<file path="src/rtl/core/btgr_pkg.sv">
// btgr_pkg: shared types, constants and the 5x7 font rom for the glyph renderer
// depends on nothing; imported by the interfaces and by every module but btgr_fifo
package btgr_pkg;

  localparam int GLYPH_ROWS      = 7;
  localparam int GLYPH_COLS      = 5;
  localparam int COLOR_W         = 16;
  localparam int SCALE_W         = 4;
  localparam int CODE_W          = 8;
  localparam int ROW_IDX_W       = 3;
  localparam int COL_IDX_W       = 3;

  localparam logic [ROW_IDX_W-1:0] LAST_ROW = ROW_IDX_W'(GLYPH_ROWS - 1);
  localparam logic [COL_IDX_W-1:0] LAST_COL = COL_IDX_W'(GLYPH_COLS - 1);

  // row 0 is the top row; bit 4 of a row is the leftmost column
  typedef logic [0:GLYPH_ROWS-1][GLYPH_COLS-1:0] glyph_t;

  function automatic glyph_t glyph_lookup(input logic [CODE_W-1:0] code);
    glyph_t g;
    case (code)
      "0": g = {5'h0E, 5'h11, 5'h13, 5'h15, 5'h19, 5'h11, 5'h0E};
      "1": g = {5'h04, 5'h0C, 5'h04, 5'h04, 5'h04, 5'h04, 5'h0E};
      "2": g = {5'h0E, 5'h11, 5'h01, 5'h02, 5'h04, 5'h08, 5'h1F};
      "3": g = {5'h1E, 5'h01, 5'h01, 5'h0E, 5'h01, 5'h01, 5'h1E};
      "4": g = {5'h02, 5'h06, 5'h0A, 5'h12, 5'h1F, 5'h02, 5'h02};
      "5": g = {5'h1F, 5'h10, 5'h10, 5'h1E, 5'h01, 5'h01, 5'h1E};
      "6": g = {5'h0E, 5'h10, 5'h10, 5'h1E, 5'h11, 5'h11, 5'h0E};
      "7": g = {5'h1F, 5'h01, 5'h02, 5'h04, 5'h08, 5'h08, 5'h08};
      "8": g = {5'h0E, 5'h11, 5'h11, 5'h0E, 5'h11, 5'h11, 5'h0E};
      "9": g = {5'h0E, 5'h11, 5'h11, 5'h0F, 5'h01, 5'h01, 5'h0E};
      "A": g = {5'h0E, 5'h11, 5'h11, 5'h1F, 5'h11, 5'h11, 5'h11};
      "B": g = {5'h1E, 5'h11, 5'h11, 5'h1E, 5'h11, 5'h11, 5'h1E};
      "C": g = {5'h0E, 5'h11, 5'h10, 5'h10, 5'h10, 5'h11, 5'h0E};
      "D": g = {5'h1C, 5'h12, 5'h11, 5'h11, 5'h11, 5'h12, 5'h1C};
      "E": g = {5'h1F, 5'h10, 5'h10, 5'h1E, 5'h10, 5'h10, 5'h1F};
      "G": g = {5'h0E, 5'h11, 5'h10, 5'h17, 5'h11, 5'h11, 5'h0E};
      "I": g = {5'h0E, 5'h04, 5'h04, 5'h04, 5'h04, 5'h04, 5'h0E};
      "L": g = {5'h10, 5'h10, 5'h10, 5'h10, 5'h10, 5'h10, 5'h1F};
      "M": g = {5'h11, 5'h1B, 5'h15, 5'h15, 5'h11, 5'h11, 5'h11};
      "N": g = {5'h11, 5'h19, 5'h15, 5'h13, 5'h11, 5'h11, 5'h11};
      "O": g = {5'h0E, 5'h11, 5'h11, 5'h11, 5'h11, 5'h11, 5'h0E};
      "P": g = {5'h1E, 5'h11, 5'h11, 5'h1E, 5'h10, 5'h10, 5'h10};
      "Q": g = {5'h0E, 5'h11, 5'h11, 5'h11, 5'h15, 5'h12, 5'h0D};
      "R": g = {5'h1E, 5'h11, 5'h11, 5'h1E, 5'h14, 5'h12, 5'h11};
      "S": g = {5'h0F, 5'h10, 5'h10, 5'h0E, 5'h01, 5'h01, 5'h1E};
      "T": g = {5'h1F, 5'h04, 5'h04, 5'h04, 5'h04, 5'h04, 5'h04};
      "U": g = {5'h11, 5'h11, 5'h11, 5'h11, 5'h11, 5'h11, 5'h0E};
      "V": g = {5'h11, 5'h11, 5'h11, 5'h11, 5'h11, 5'h0A, 5'h04};
      "Y": g = {5'h11, 5'h11, 5'h0A, 5'h04, 5'h04, 5'h04, 5'h04};
      ":": g = {5'h00, 5'h04, 5'h04, 5'h00, 5'h04, 5'h04, 5'h00};
      ".": g = {5'h00, 5'h00, 5'h00, 5'h00, 5'h00, 5'h06, 5'h06};
      "%": g = {5'h19, 5'h19, 5'h02, 5'h04, 5'h08, 5'h13, 5'h13};
      "-": g = {5'h00, 5'h00, 5'h00, 5'h1F, 5'h00, 5'h00, 5'h00};
      default: g = '0;  // space and every code outside the font
    endcase
    return g;
  endfunction

endpackage

</file>
<file path="src/rtl/core/btgr_ifs.sv">
// btgr_ifs: valid/ready channel interfaces for character requests and block results
// depends on btgr_pkg for field widths
interface btgr_in_if #(parameter int COORD_BITS = 12);
  import btgr_pkg::*;
  logic                  valid;
  logic                  ready;
  logic [CODE_W-1:0]     char_code;
  logic [COORD_BITS-1:0] start_x;
  logic [COORD_BITS-1:0] start_y;
  logic [COLOR_W-1:0]    fg_color;
  logic [COLOR_W-1:0]    bg_color;
  logic [SCALE_W-1:0]    scale;
  logic                  first_char;

  modport source (output valid, char_code, start_x, start_y, fg_color, bg_color, scale,
                  first_char, input ready);
  modport sink   (input valid, char_code, start_x, start_y, fg_color, bg_color, scale,
                  first_char, output ready);
endinterface

interface btgr_out_if #(parameter int COORD_BITS = 12);
  import btgr_pkg::*;
  logic                  valid;
  logic                  ready;
  logic [COORD_BITS-1:0] block_x;
  logic [COORD_BITS-1:0] block_y;
  logic [COLOR_W-1:0]    block_color;
  logic [SCALE_W-1:0]    block_size;
  logic                  last_block;

  modport source (output valid, block_x, block_y, block_color, block_size, last_block,
                  input ready);
  modport sink   (input valid, block_x, block_y, block_color, block_size, last_block,
                  output ready);
endinterface

</file>
<file path="src/rtl/core/btgr_front.sv">
// btgr_front: accepts character requests, clamps scale, keeps the cursor, looks up glyph
// depends on btgr_pkg and btgr_in_if; pushes one descriptor per drawable character
module btgr_front #(
  parameter int MAX_SCALE  = 8,
  parameter int COORD_BITS = 12,
  parameter int DESC_W     = 2 * COORD_BITS + 2 * 16 + 4 + 35
) (
  input  logic              clk,
  input  logic              rst_n,
  btgr_in_if.sink           in_chan,
  input  logic              q_full,
  output logic              q_push,
  output logic [DESC_W-1:0] q_wdata
);
  import btgr_pkg::*;

  typedef struct packed {
    logic [COORD_BITS-1:0] x;
    logic [COORD_BITS-1:0] y;
    logic [COLOR_W-1:0]    fg;
    logic [COLOR_W-1:0]    bg;
    logic [SCALE_W-1:0]    size;
    glyph_t                glyph;
  } desc_t;

  logic [COORD_BITS-1:0] cursor_r, cursor_nxt;
  logic [SCALE_W-1:0]    scale_c;
  logic [COORD_BITS-1:0] base_x;
  logic [SCALE_W+2:0]    advance;
  logic [COORD_BITS:0]   adv_sum;
  logic                  accept;
  desc_t                 desc;

  assign in_chan.ready = !q_full;
  assign accept        = in_chan.valid && in_chan.ready;

  always_comb begin
    if ({1'b0, in_chan.scale} > (SCALE_W + 1)'(MAX_SCALE)) begin
      scale_c = SCALE_W'(MAX_SCALE);
    end else begin
      scale_c = in_chan.scale;
    end
  end

  assign base_x  = in_chan.first_char ? in_chan.start_x : cursor_r;
  // six times scale as four plus two
  assign advance = {1'b0, scale_c, 2'b00} + {2'b00, scale_c, 1'b0};
  assign adv_sum = {1'b0, base_x} + (COORD_BITS + 1)'(advance);
  assign cursor_nxt = adv_sum[COORD_BITS] ? '1 : adv_sum[COORD_BITS-1:0];

  always_ff @(posedge clk) begin
    if (!rst_n) begin
      cursor_r <= '0;
    end else if (accept) begin
      cursor_r <= cursor_nxt;
    end
  end

  always_comb begin
    desc.x     = base_x;
    desc.y     = in_chan.start_y;
    desc.fg    = in_chan.fg_color;
    desc.bg    = in_chan.bg_color;
    desc.size  = scale_c;
    desc.glyph = glyph_lookup(in_chan.char_code);
  end

  // zero scale pushes no descriptor and only updates the cursor, which it does not advance
  assign q_push  = accept && (scale_c != '0);
  assign q_wdata = DESC_W'(desc);

endmodule

</file>
<file path="src/rtl/core/btgr_fifo.sv">
// btgr_fifo: two-entry descriptor queue between front and back ends
// depends on nothing but its data width parameter
module btgr_fifo #(
  parameter int DATA_W = 8
) (
  input  logic              clk,
  input  logic              rst_n,
  input  logic              push,
  input  logic [DATA_W-1:0] wdata,
  input  logic              pop,
  output logic              full,
  output logic              not_empty,
  output logic [DATA_W-1:0] rdata
);
  localparam int DEPTH = 2;

  logic [DATA_W-1:0] mem_r [DEPTH];
  logic              wr_ptr_r, rd_ptr_r;
  logic [1:0]        count_r;

  assign full      = (count_r == 2'(DEPTH));
  assign not_empty = (count_r != 2'd0);
  assign rdata     = mem_r[rd_ptr_r];

  always_ff @(posedge clk) begin
    if (push) begin
      mem_r[wr_ptr_r] <= wdata;
    end
  end

  always_ff @(posedge clk) begin
    if (!rst_n) begin
      wr_ptr_r <= 1'b0;
      rd_ptr_r <= 1'b0;
      count_r  <= 2'd0;
    end else begin
      if (push) begin
        wr_ptr_r <= !wr_ptr_r;
      end
      if (pop) begin
        rd_ptr_r <= !rd_ptr_r;
      end
      case ({push, pop})
        2'b10:   count_r <= count_r + 2'd1;
        2'b01:   count_r <= count_r - 2'd1;
        default: count_r <= count_r;
      endcase
    end
  end

endmodule

</file>
<file path="src/rtl/core/btgr_back.sv">
// btgr_back: walks the 35 glyph cells of the head descriptor, one block result per cycle
// unless stalled; needs btgr_pkg, btgr_out_if; output register parts it from consumer
module btgr_back #(
  parameter int COORD_BITS = 12,
  parameter int DESC_W     = 2 * COORD_BITS + 2 * 16 + 4 + 35
) (
  input  logic              clk,
  input  logic              rst_n,
  input  logic              q_not_empty,
  input  logic [DESC_W-1:0] q_rdata,
  output logic              q_pop,
  btgr_out_if.source        out_chan
);
  import btgr_pkg::*;

  typedef struct packed {
    logic [COORD_BITS-1:0] x;
    logic [COORD_BITS-1:0] y;
    logic [COLOR_W-1:0]    fg;
    logic [COLOR_W-1:0]    bg;
    logic [SCALE_W-1:0]    size;
    glyph_t                glyph;
  } desc_t;

  desc_t                       head;
  logic [ROW_IDX_W-1:0]        row_r;
  logic [COL_IDX_W-1:0]        col_r;
  logic                        load;
  logic                        last_cell;
  logic [COL_IDX_W+SCALE_W-1:0] x_off;
  logic [ROW_IDX_W+SCALE_W-1:0] y_off;
  logic [COORD_BITS:0]         x_sum, y_sum;
  logic [COL_IDX_W-1:0]        bit_idx;
  logic                        lit;

  logic                  out_valid_r;
  logic [COORD_BITS-1:0] block_x_r, block_y_r;
  logic [COLOR_W-1:0]    block_color_r;
  logic [SCALE_W-1:0]    block_size_r;
  logic                  last_block_r;

  assign head      = desc_t'(q_rdata);
  assign load      = q_not_empty && (!out_valid_r || out_chan.ready);
  assign last_cell = (row_r == LAST_ROW) && (col_r == LAST_COL);
  assign q_pop     = load && last_cell;

  assign x_off   = {{SCALE_W{1'b0}}, col_r} * {{COL_IDX_W{1'b0}}, head.size};
  assign y_off   = {{SCALE_W{1'b0}}, row_r} * {{ROW_IDX_W{1'b0}}, head.size};
  assign x_sum   = {1'b0, head.x} + (COORD_BITS + 1)'(x_off);
  assign y_sum   = {1'b0, head.y} + (COORD_BITS + 1)'(y_off);
  assign bit_idx = LAST_COL - col_r;
  assign lit     = head.glyph[row_r][bit_idx];

  always_ff @(posedge clk) begin
    if (!rst_n) begin
      row_r       <= '0;
      col_r       <= '0;
      out_valid_r <= 1'b0;
    end else begin
      if (load) begin
        out_valid_r <= 1'b1;
        if (col_r == LAST_COL) begin
          col_r <= '0;
          row_r <= last_cell ? '0 : row_r + ROW_IDX_W'(1);
        end else begin
          col_r <= col_r + COL_IDX_W'(1);
        end
      end else if (out_chan.ready) begin
        out_valid_r <= 1'b0;
      end
    end
  end

  always_ff @(posedge clk) begin
    if (load) begin
      block_x_r     <= x_sum[COORD_BITS] ? '1 : x_sum[COORD_BITS-1:0];
      block_y_r     <= y_sum[COORD_BITS] ? '1 : y_sum[COORD_BITS-1:0];
      block_color_r <= lit ? head.fg : head.bg;
      block_size_r  <= head.size;
      last_block_r  <= last_cell;
    end
  end

  assign out_chan.valid       = out_valid_r;
  assign out_chan.block_x     = block_x_r;
  assign out_chan.block_y     = block_y_r;
  assign out_chan.block_color = block_color_r;
  assign out_chan.block_size  = block_size_r;
  assign out_chan.last_block  = last_block_r;

endmodule

</file>
<file path="src/rtl/core/bitmap_text_glyph_renderer.sv">
// bitmap_text_glyph_renderer: 5x7 font character generator, top level
// depends on btgr_pkg, btgr_ifs, btgr_front, btgr_fifo, btgr_back
//
//   channel   | dir | handshake         | moves
//   ----------+-----+-------------------+----------------------------------------
//   in_chan   | in  | valid/ready       | one character request with position,
//             |     |                   | colors, scale and first-of-string flag
//   out_chan  | out | valid/ready       | one square block result, 35 per char
//
// the back end gives 35 blocks per character with nonzero scale, one block a cycle
// while not stalled; that single block generator sets the sustained rate.
// zero scale pushes nothing to the queue. the queue is written at the edge that
// takes the request; the output register then loads the first block from the queue.
// reset (rst_n low, synchronous) clears the cursor, the queue and the output valid.
// the front takes requests while the two-entry queue has room, so it runs ahead
// of a stalled output; the back holds its block in the output register on stall.
module bitmap_text_glyph_renderer #(
  parameter int MAX_SCALE  = 8,
  parameter int COORD_BITS = 12
) (
  input  logic       clk,
  input  logic       rst_n,
  btgr_in_if.sink    in_chan,
  btgr_out_if.source out_chan
);
  import btgr_pkg::*;

  // descriptor: x, y, fg, bg, size, glyph
  localparam int DESC_W = 2 * COORD_BITS + 2 * COLOR_W + SCALE_W
                          + GLYPH_ROWS * GLYPH_COLS;

  logic              q_push, q_pop, q_full, q_not_empty;
  logic [DESC_W-1:0] q_wdata, q_rdata;

  // front end: clamp scale, place cursor, fetch glyph rows
  btgr_front #(
    .MAX_SCALE  (MAX_SCALE),
    .COORD_BITS (COORD_BITS),
    .DESC_W     (DESC_W)
  ) u_front (
    .clk     (clk),
    .rst_n   (rst_n),
    .in_chan (in_chan),
    .q_full  (q_full),
    .q_push  (q_push),
    .q_wdata (q_wdata)
  );

  // decoupling queue so request intake and block output stall independently
  btgr_fifo #(
    .DATA_W (DESC_W)
  ) u_fifo (
    .clk       (clk),
    .rst_n     (rst_n),
    .push      (q_push),
    .wdata     (q_wdata),
    .pop       (q_pop),
    .full      (q_full),
    .not_empty (q_not_empty),
    .rdata     (q_rdata)
  );

  // back end: row/column walk, coordinate saturation, color select
  btgr_back #(
    .COORD_BITS (COORD_BITS),
    .DESC_W     (DESC_W)
  ) u_back (
    .clk         (clk),
    .rst_n       (rst_n),
    .q_not_empty (q_not_empty),
    .q_rdata     (q_rdata),
    .q_pop       (q_pop),
    .out_chan    (out_chan)
  );

endmodule
</file>
<file path="src/flat_wrapper.sv">
// flat-port wrapper written by rule: the top's interface ports become plain ports
module bitmap_text_glyph_renderer_flat import btgr_pkg::*;
#(
  parameter int MAX_SCALE  = 8,
  parameter int COORD_BITS = 12
)
  (clk, rst_n, in_chan_valid, in_chan_char_code, in_chan_start_x, in_chan_start_y, in_chan_fg_color, in_chan_bg_color, in_chan_scale, in_chan_first_char, in_chan_ready, out_chan_valid, out_chan_block_x, out_chan_block_y, out_chan_block_color, out_chan_block_size, out_chan_last_block, out_chan_ready);
  btgr_in_if #(.COORD_BITS(COORD_BITS)) in_chan_i ();
  btgr_out_if #(.COORD_BITS(COORD_BITS)) out_chan_i ();
  input  logic clk;
  input  logic rst_n;
  input wire logic [$bits(in_chan_i.valid)-1:0] in_chan_valid;
  input wire logic [$bits(in_chan_i.char_code)-1:0] in_chan_char_code;
  input wire logic [$bits(in_chan_i.start_x)-1:0] in_chan_start_x;
  input wire logic [$bits(in_chan_i.start_y)-1:0] in_chan_start_y;
  input wire logic [$bits(in_chan_i.fg_color)-1:0] in_chan_fg_color;
  input wire logic [$bits(in_chan_i.bg_color)-1:0] in_chan_bg_color;
  input wire logic [$bits(in_chan_i.scale)-1:0] in_chan_scale;
  input wire logic [$bits(in_chan_i.first_char)-1:0] in_chan_first_char;
  output wire logic [$bits(in_chan_i.ready)-1:0] in_chan_ready;
  output wire logic [$bits(out_chan_i.valid)-1:0] out_chan_valid;
  output wire logic [$bits(out_chan_i.block_x)-1:0] out_chan_block_x;
  output wire logic [$bits(out_chan_i.block_y)-1:0] out_chan_block_y;
  output wire logic [$bits(out_chan_i.block_color)-1:0] out_chan_block_color;
  output wire logic [$bits(out_chan_i.block_size)-1:0] out_chan_block_size;
  output wire logic [$bits(out_chan_i.last_block)-1:0] out_chan_last_block;
  input wire logic [$bits(out_chan_i.ready)-1:0] out_chan_ready;
  assign in_chan_i.valid = in_chan_valid;
  assign in_chan_i.char_code = in_chan_char_code;
  assign in_chan_i.start_x = in_chan_start_x;
  assign in_chan_i.start_y = in_chan_start_y;
  assign in_chan_i.fg_color = in_chan_fg_color;
  assign in_chan_i.bg_color = in_chan_bg_color;
  assign in_chan_i.scale = in_chan_scale;
  assign in_chan_i.first_char = in_chan_first_char;
  assign in_chan_ready = in_chan_i.ready;
  assign out_chan_valid = out_chan_i.valid;
  assign out_chan_block_x = out_chan_i.block_x;
  assign out_chan_block_y = out_chan_i.block_y;
  assign out_chan_block_color = out_chan_i.block_color;
  assign out_chan_block_size = out_chan_i.block_size;
  assign out_chan_last_block = out_chan_i.last_block;
  assign out_chan_i.ready = out_chan_ready;
  bitmap_text_glyph_renderer #(.MAX_SCALE(MAX_SCALE), .COORD_BITS(COORD_BITS)) u_core (.clk(clk), .rst_n(rst_n), .in_chan(in_chan_i), .out_chan(out_chan_i));
endmodule
</file>
<file path="config.mk">
export PLATFORM = sky130hd
export DESIGN_NAME = bitmap_text_glyph_renderer_flat
export DESIGN_NICKNAME = d
export VERILOG_FILES = /design/src/rtl/core/btgr_pkg.sv /design/src/rtl/core/btgr_ifs.sv /design/src/rtl/core/btgr_front.sv /design/src/rtl/core/btgr_fifo.sv /design/src/rtl/core/btgr_back.sv /design/src/rtl/core/bitmap_text_glyph_renderer.sv /design/src/flat_wrapper.sv
export SDC_FILE = /design/constraint.sdc
export NUM_CORES = 1
export LEC_CHECK = 0
export ABC_AREA = 1
export BUFFER_PORTS_ARGS = -buffer_cell sky130_fd_sc_hd__buf_2
export CAP_MARGIN = 10
export CORE_MARGIN = 3
export CORE_UTILIZATION = 65
export CTS_CLUSTER_DIAMETER = 30
export DETAILED_ROUTE_END_ITERATION = 16
export PLACE_DENSITY = 0.86
export SETUP_SLACK_MARGIN = 0.05
export SLEW_MARGIN = 20
export SYNTH_ARGS = -nofsm -noshare
export SYNTH_HDL_FRONTEND = slang
export SYNTH_MEMORY_MAX_BITS = 65536
export SYNTH_SLANG_ARGS = --single-unit
</file>
<file path="constraint.sdc">
create_clock -name clk -period 11.2 [get_ports clk]
set_input_delay 0.56 -clock clk [delete_from_list [all_inputs] [get_ports clk]]
set_output_delay 0.56 -clock clk [all_outputs]
set_load 0.02 [all_outputs]
</file>
==> flow_summary.json <==
{
  "status": "complete, no violations",
  "initial_core_util_pct": 67.1,
  "antennaDiodeCount": 0,
  "wire_per_inst_um": 20.3,
  "rows": 51,
  "synthSimpleGateAreaFrac_pct": 19.7,
  "antenna_found_initial": 0,
  "ir_drop_mv": 0.128,
  "critPathKind": "reg2reg",
  "synthTopCellsByArea": "edfxtp_1 (53%), nand2_1 (11%), inv_1 (4.5%)",
  "worst_pin_slew_ns": 0.933,
  "rsz0062_at_grt": "false",
  "hold_viol": 0,
  "end_kind": "register",
  "synthFlopType": "edfxtp_1",
  "nFillCells": 1164,
  "synth_fa_ha_area_share_pct": 6.62,
  "fin_skew_ns": 0.0256,
  "yosys_warnings": 0,
  "grt_pass1_vias": 10900,
  "p_leak_uw": 0.00675,
  "cts_hold_buf": 0,
  "cts.htree.levels": 2,
  "path_cells": "inv_4 > or2_2 > o21ai_0 > inv_1 > nand2_1 > fa_1 > inv_1 > fa_1 > inv_1 > fa_1 > o21ai_0 > a21oi_1 > o21bai_1 > nand2_1 > nor2_1 > nand2_1 > nand2_1 > nand3_1",
  "synthCells": 1391,
  "synth_xor_area_share_pct": 0.858,
  "final-setup-viol-count": 0,
  "worst_ep_required_time_ns": 11.48,
  "cts_tree": "built",
  "power_uw": 2860,
  "dieArea_um2": 22200,
  "core-area_um2": 19800,
  "cp_slowest_cell": "inv_4",
  "synth-compound-area-share_pct": 8.04,
  "drt_pre_antenna_iters": 5,
  "nets": 1644,
  "cts.clk_slew.worst_paths_ns": 0.05,
  "dieHeight_um": 149,
  "drv_cap": 0,
  "synth_seq_cells": 259,
  "place_hpwl_um": 22900,
  "overflow": 0,
  "startpoint_type": "register",
  "cts_resized": 0,
  "syn_to_final_growth_pct": 16.5,
  "root_buffer": "clkbuf_16",
  "cts_buffers": 44,
  "period_needed_ns": 5.03,
  "layout-drive-gt1-share_pct": 15.4,
  "finalCritPeriodShare_pct": 44.9,
  "holdCritPathClass": "in2reg",
  "vias": 11000,
  "viasPerCell": 6.05,
  "yosysTopAreaCellShare_pct": 53.1,
  "fmax_ghz": 0.199,
  "drc": 0,
  "cp_data_arrival_time_ns": 5.30,
  "insertion_delay_ns": 0.54,
  "slew_headroom_pct": 37.7,
  "yosysSeqAreaShare_pct": 56.8,
  "synth_top_cell_by_area": "edfxtp_1",
  "synth_mux_area_share_pct": 0.980,
  "synth_nets": 1524,
  "crit_buf_inv": 4,
  "synthesis.area_um2": 13300,
  "io_pins": 120,
  "grt_max_degree": 82,
  "synth_edf_count": 235,
  "crit_family": "adder cells",
  "hp-start": "in_chan_fg_color[0]",
  "setup_tns_ns": 0,
  "drt_first_iter_violations": 1451,
  "ys_types": 52,
  "power_density_nw_per_um2": 185,
  "clock_path_buffers": 3,
  "portBuffers": 119,
  "async_flop_share_pct": 0,
  "cp_common_cell": "nand2_1",
  "synthTopCellsByCount": "nand2_1 (401), edfxtp_1 (235), inv_1 (158), nor2_1 (103), o21ai_0 (96)",
  "crit_fanout": 81,
  "post-route-util_pct": 78.2,
  "die_x_um": 149,
  "grt.total_usage_pct": 33.2,
  "wirelength_um": 36800,
  "grt_pass1_wl_um": 57500,
  "postRouteAntennaNets": 0,
  "drv_slew": 0,
  "clock_sinks": 259,
  "yosys.cell_count.top_type": "nand2_1",
  "synth_area_per_cell_um2": 9.55,
  "gp_congestion": 0.976,
  "cts_setup_buffers": 0,
  "synth_top_family_by_area": "simple AND/OR/NAND/NOR gates",
  "slowest_delay_ns": 0.71
}
## cells in the final DEF (no fill, tap or decap), types with 6 or more instances in the layout
master,count
a21oi_1,58
a31oi_1,7
buf_2,119
clkbuf_1,7
clkbuf_16,45
clkinv_2,6
clkinv_4,6
dfxtp_1,23
edfxtp_1,235
fa_1,17
ha_1,43
inv_1,158
inv_2,9
inv_6,6
mux2i_1,13
nand2_1,401
nand3_1,79
nor2_1,101
nor3_1,13
o21ai_0,96
o21ai_1,8
or2_2,11
xnor2_1,7
xor2_1,6
## worst register-to-register path, stage by stage (launching register included)
cell and delay [ns]:
dfxtp_4 0.49, inv_4 0.72, or2_2 0.26, o21ai_0 0.22, inv_1 0.20, nand2_1 0.09, fa_1 0.57, inv_1 0.05
fa_1 0.51, inv_1 0.06, fa_1 0.40, o21ai_0 0.34, a21oi_1 0.14, o21bai_1 0.22, nand2_1 0.07, nor2_1 0.20
nand2_1 0.08, nand2_1 0.07, nand3_1 0.06
## final cells by class
type                            instances  area [um2]  area share (%)
Inverter                              171         647            4.18
Clock buffer                           54        1180            7.63
Tap cell                              265         332            2.14
Timing Repair Buffer                  124         641            4.14
Multi-Input combinational cell        911        4830            31.2
Clock inverter                         28         294            1.90
Sequential cell                       259        7540            48.8
## state kept, by name, summed over array words and instances (netlist names), 2 cells and up, named ones only
name,count
u_core.u_back.row_r,3
u_core.u_front.cursor_r,12
u_core.u_fifo.count_r,2
u_core.u_back.out_chan.block_color,16
u_core.u_back.out_chan.block_y,12
u_core.u_back.out_chan.block_size,4
u_core.u_fifo.mem_r,190
u_core.u_back.out_chan.block_x,12
u_core.u_back.col_r,3
## where the power goes
part	switching (uW)	internal, uW	leakage, uW
sequential	25.0	1150	0.00244
clock	492	815	0.000712
combinational	266	107	0.00360
## stage by stage
stage                     instances  hold WS (ns)  area [um2]  setup WS [ns]
final                          1812         0.212       15500           6.17
after CTS                      1812         0.201       15500           6.30
after floorplan                1391         0.426       13300           5.50
after global routing           1812         0.203       15500           5.85
after detailed placement       1730         0.452       14000           6.37
after global placement         1730         0.436       14000           6.54
## final timing paths
kind / cells after the start / slack [ns] / end
worst max-delay path: 18 / 6.17 / u_core.u_back.out_chan.block_y[11]
worst min register to register: 1 / 0.47 / u_core.u_fifo.rd_ptr_r
worst max register to register: 18 / 6.17 / u_core.u_back.out_chan.block_y[11]
worst min-delay path: 1 / 0.21 / u_core.u_fifo.mem_r[0][55]
## cell families after synthesis
family / count (synthesis)
buffers and inverters: 221
flip-flops: 259
AND/OR/NAND/NOR: 629
AO/OA/AOI/OAI: 196
XOR/XNOR: 13
adder cells (fa/ha/maj): 60
multiplexers: 13
## metal layers
layer | GRT usage, % | vias to the layer above | part of all wire, %
met5 | 0 | - | 0
met3 | 6.20 | 130 | 11
met4 | 14.1 | 0 | 3.6
met1 | 44.8 | 5181 | 38
met2 | 53.4 | 759 | 47
li1 | - | 4887 | -
(Power assumes the default switching activity.)
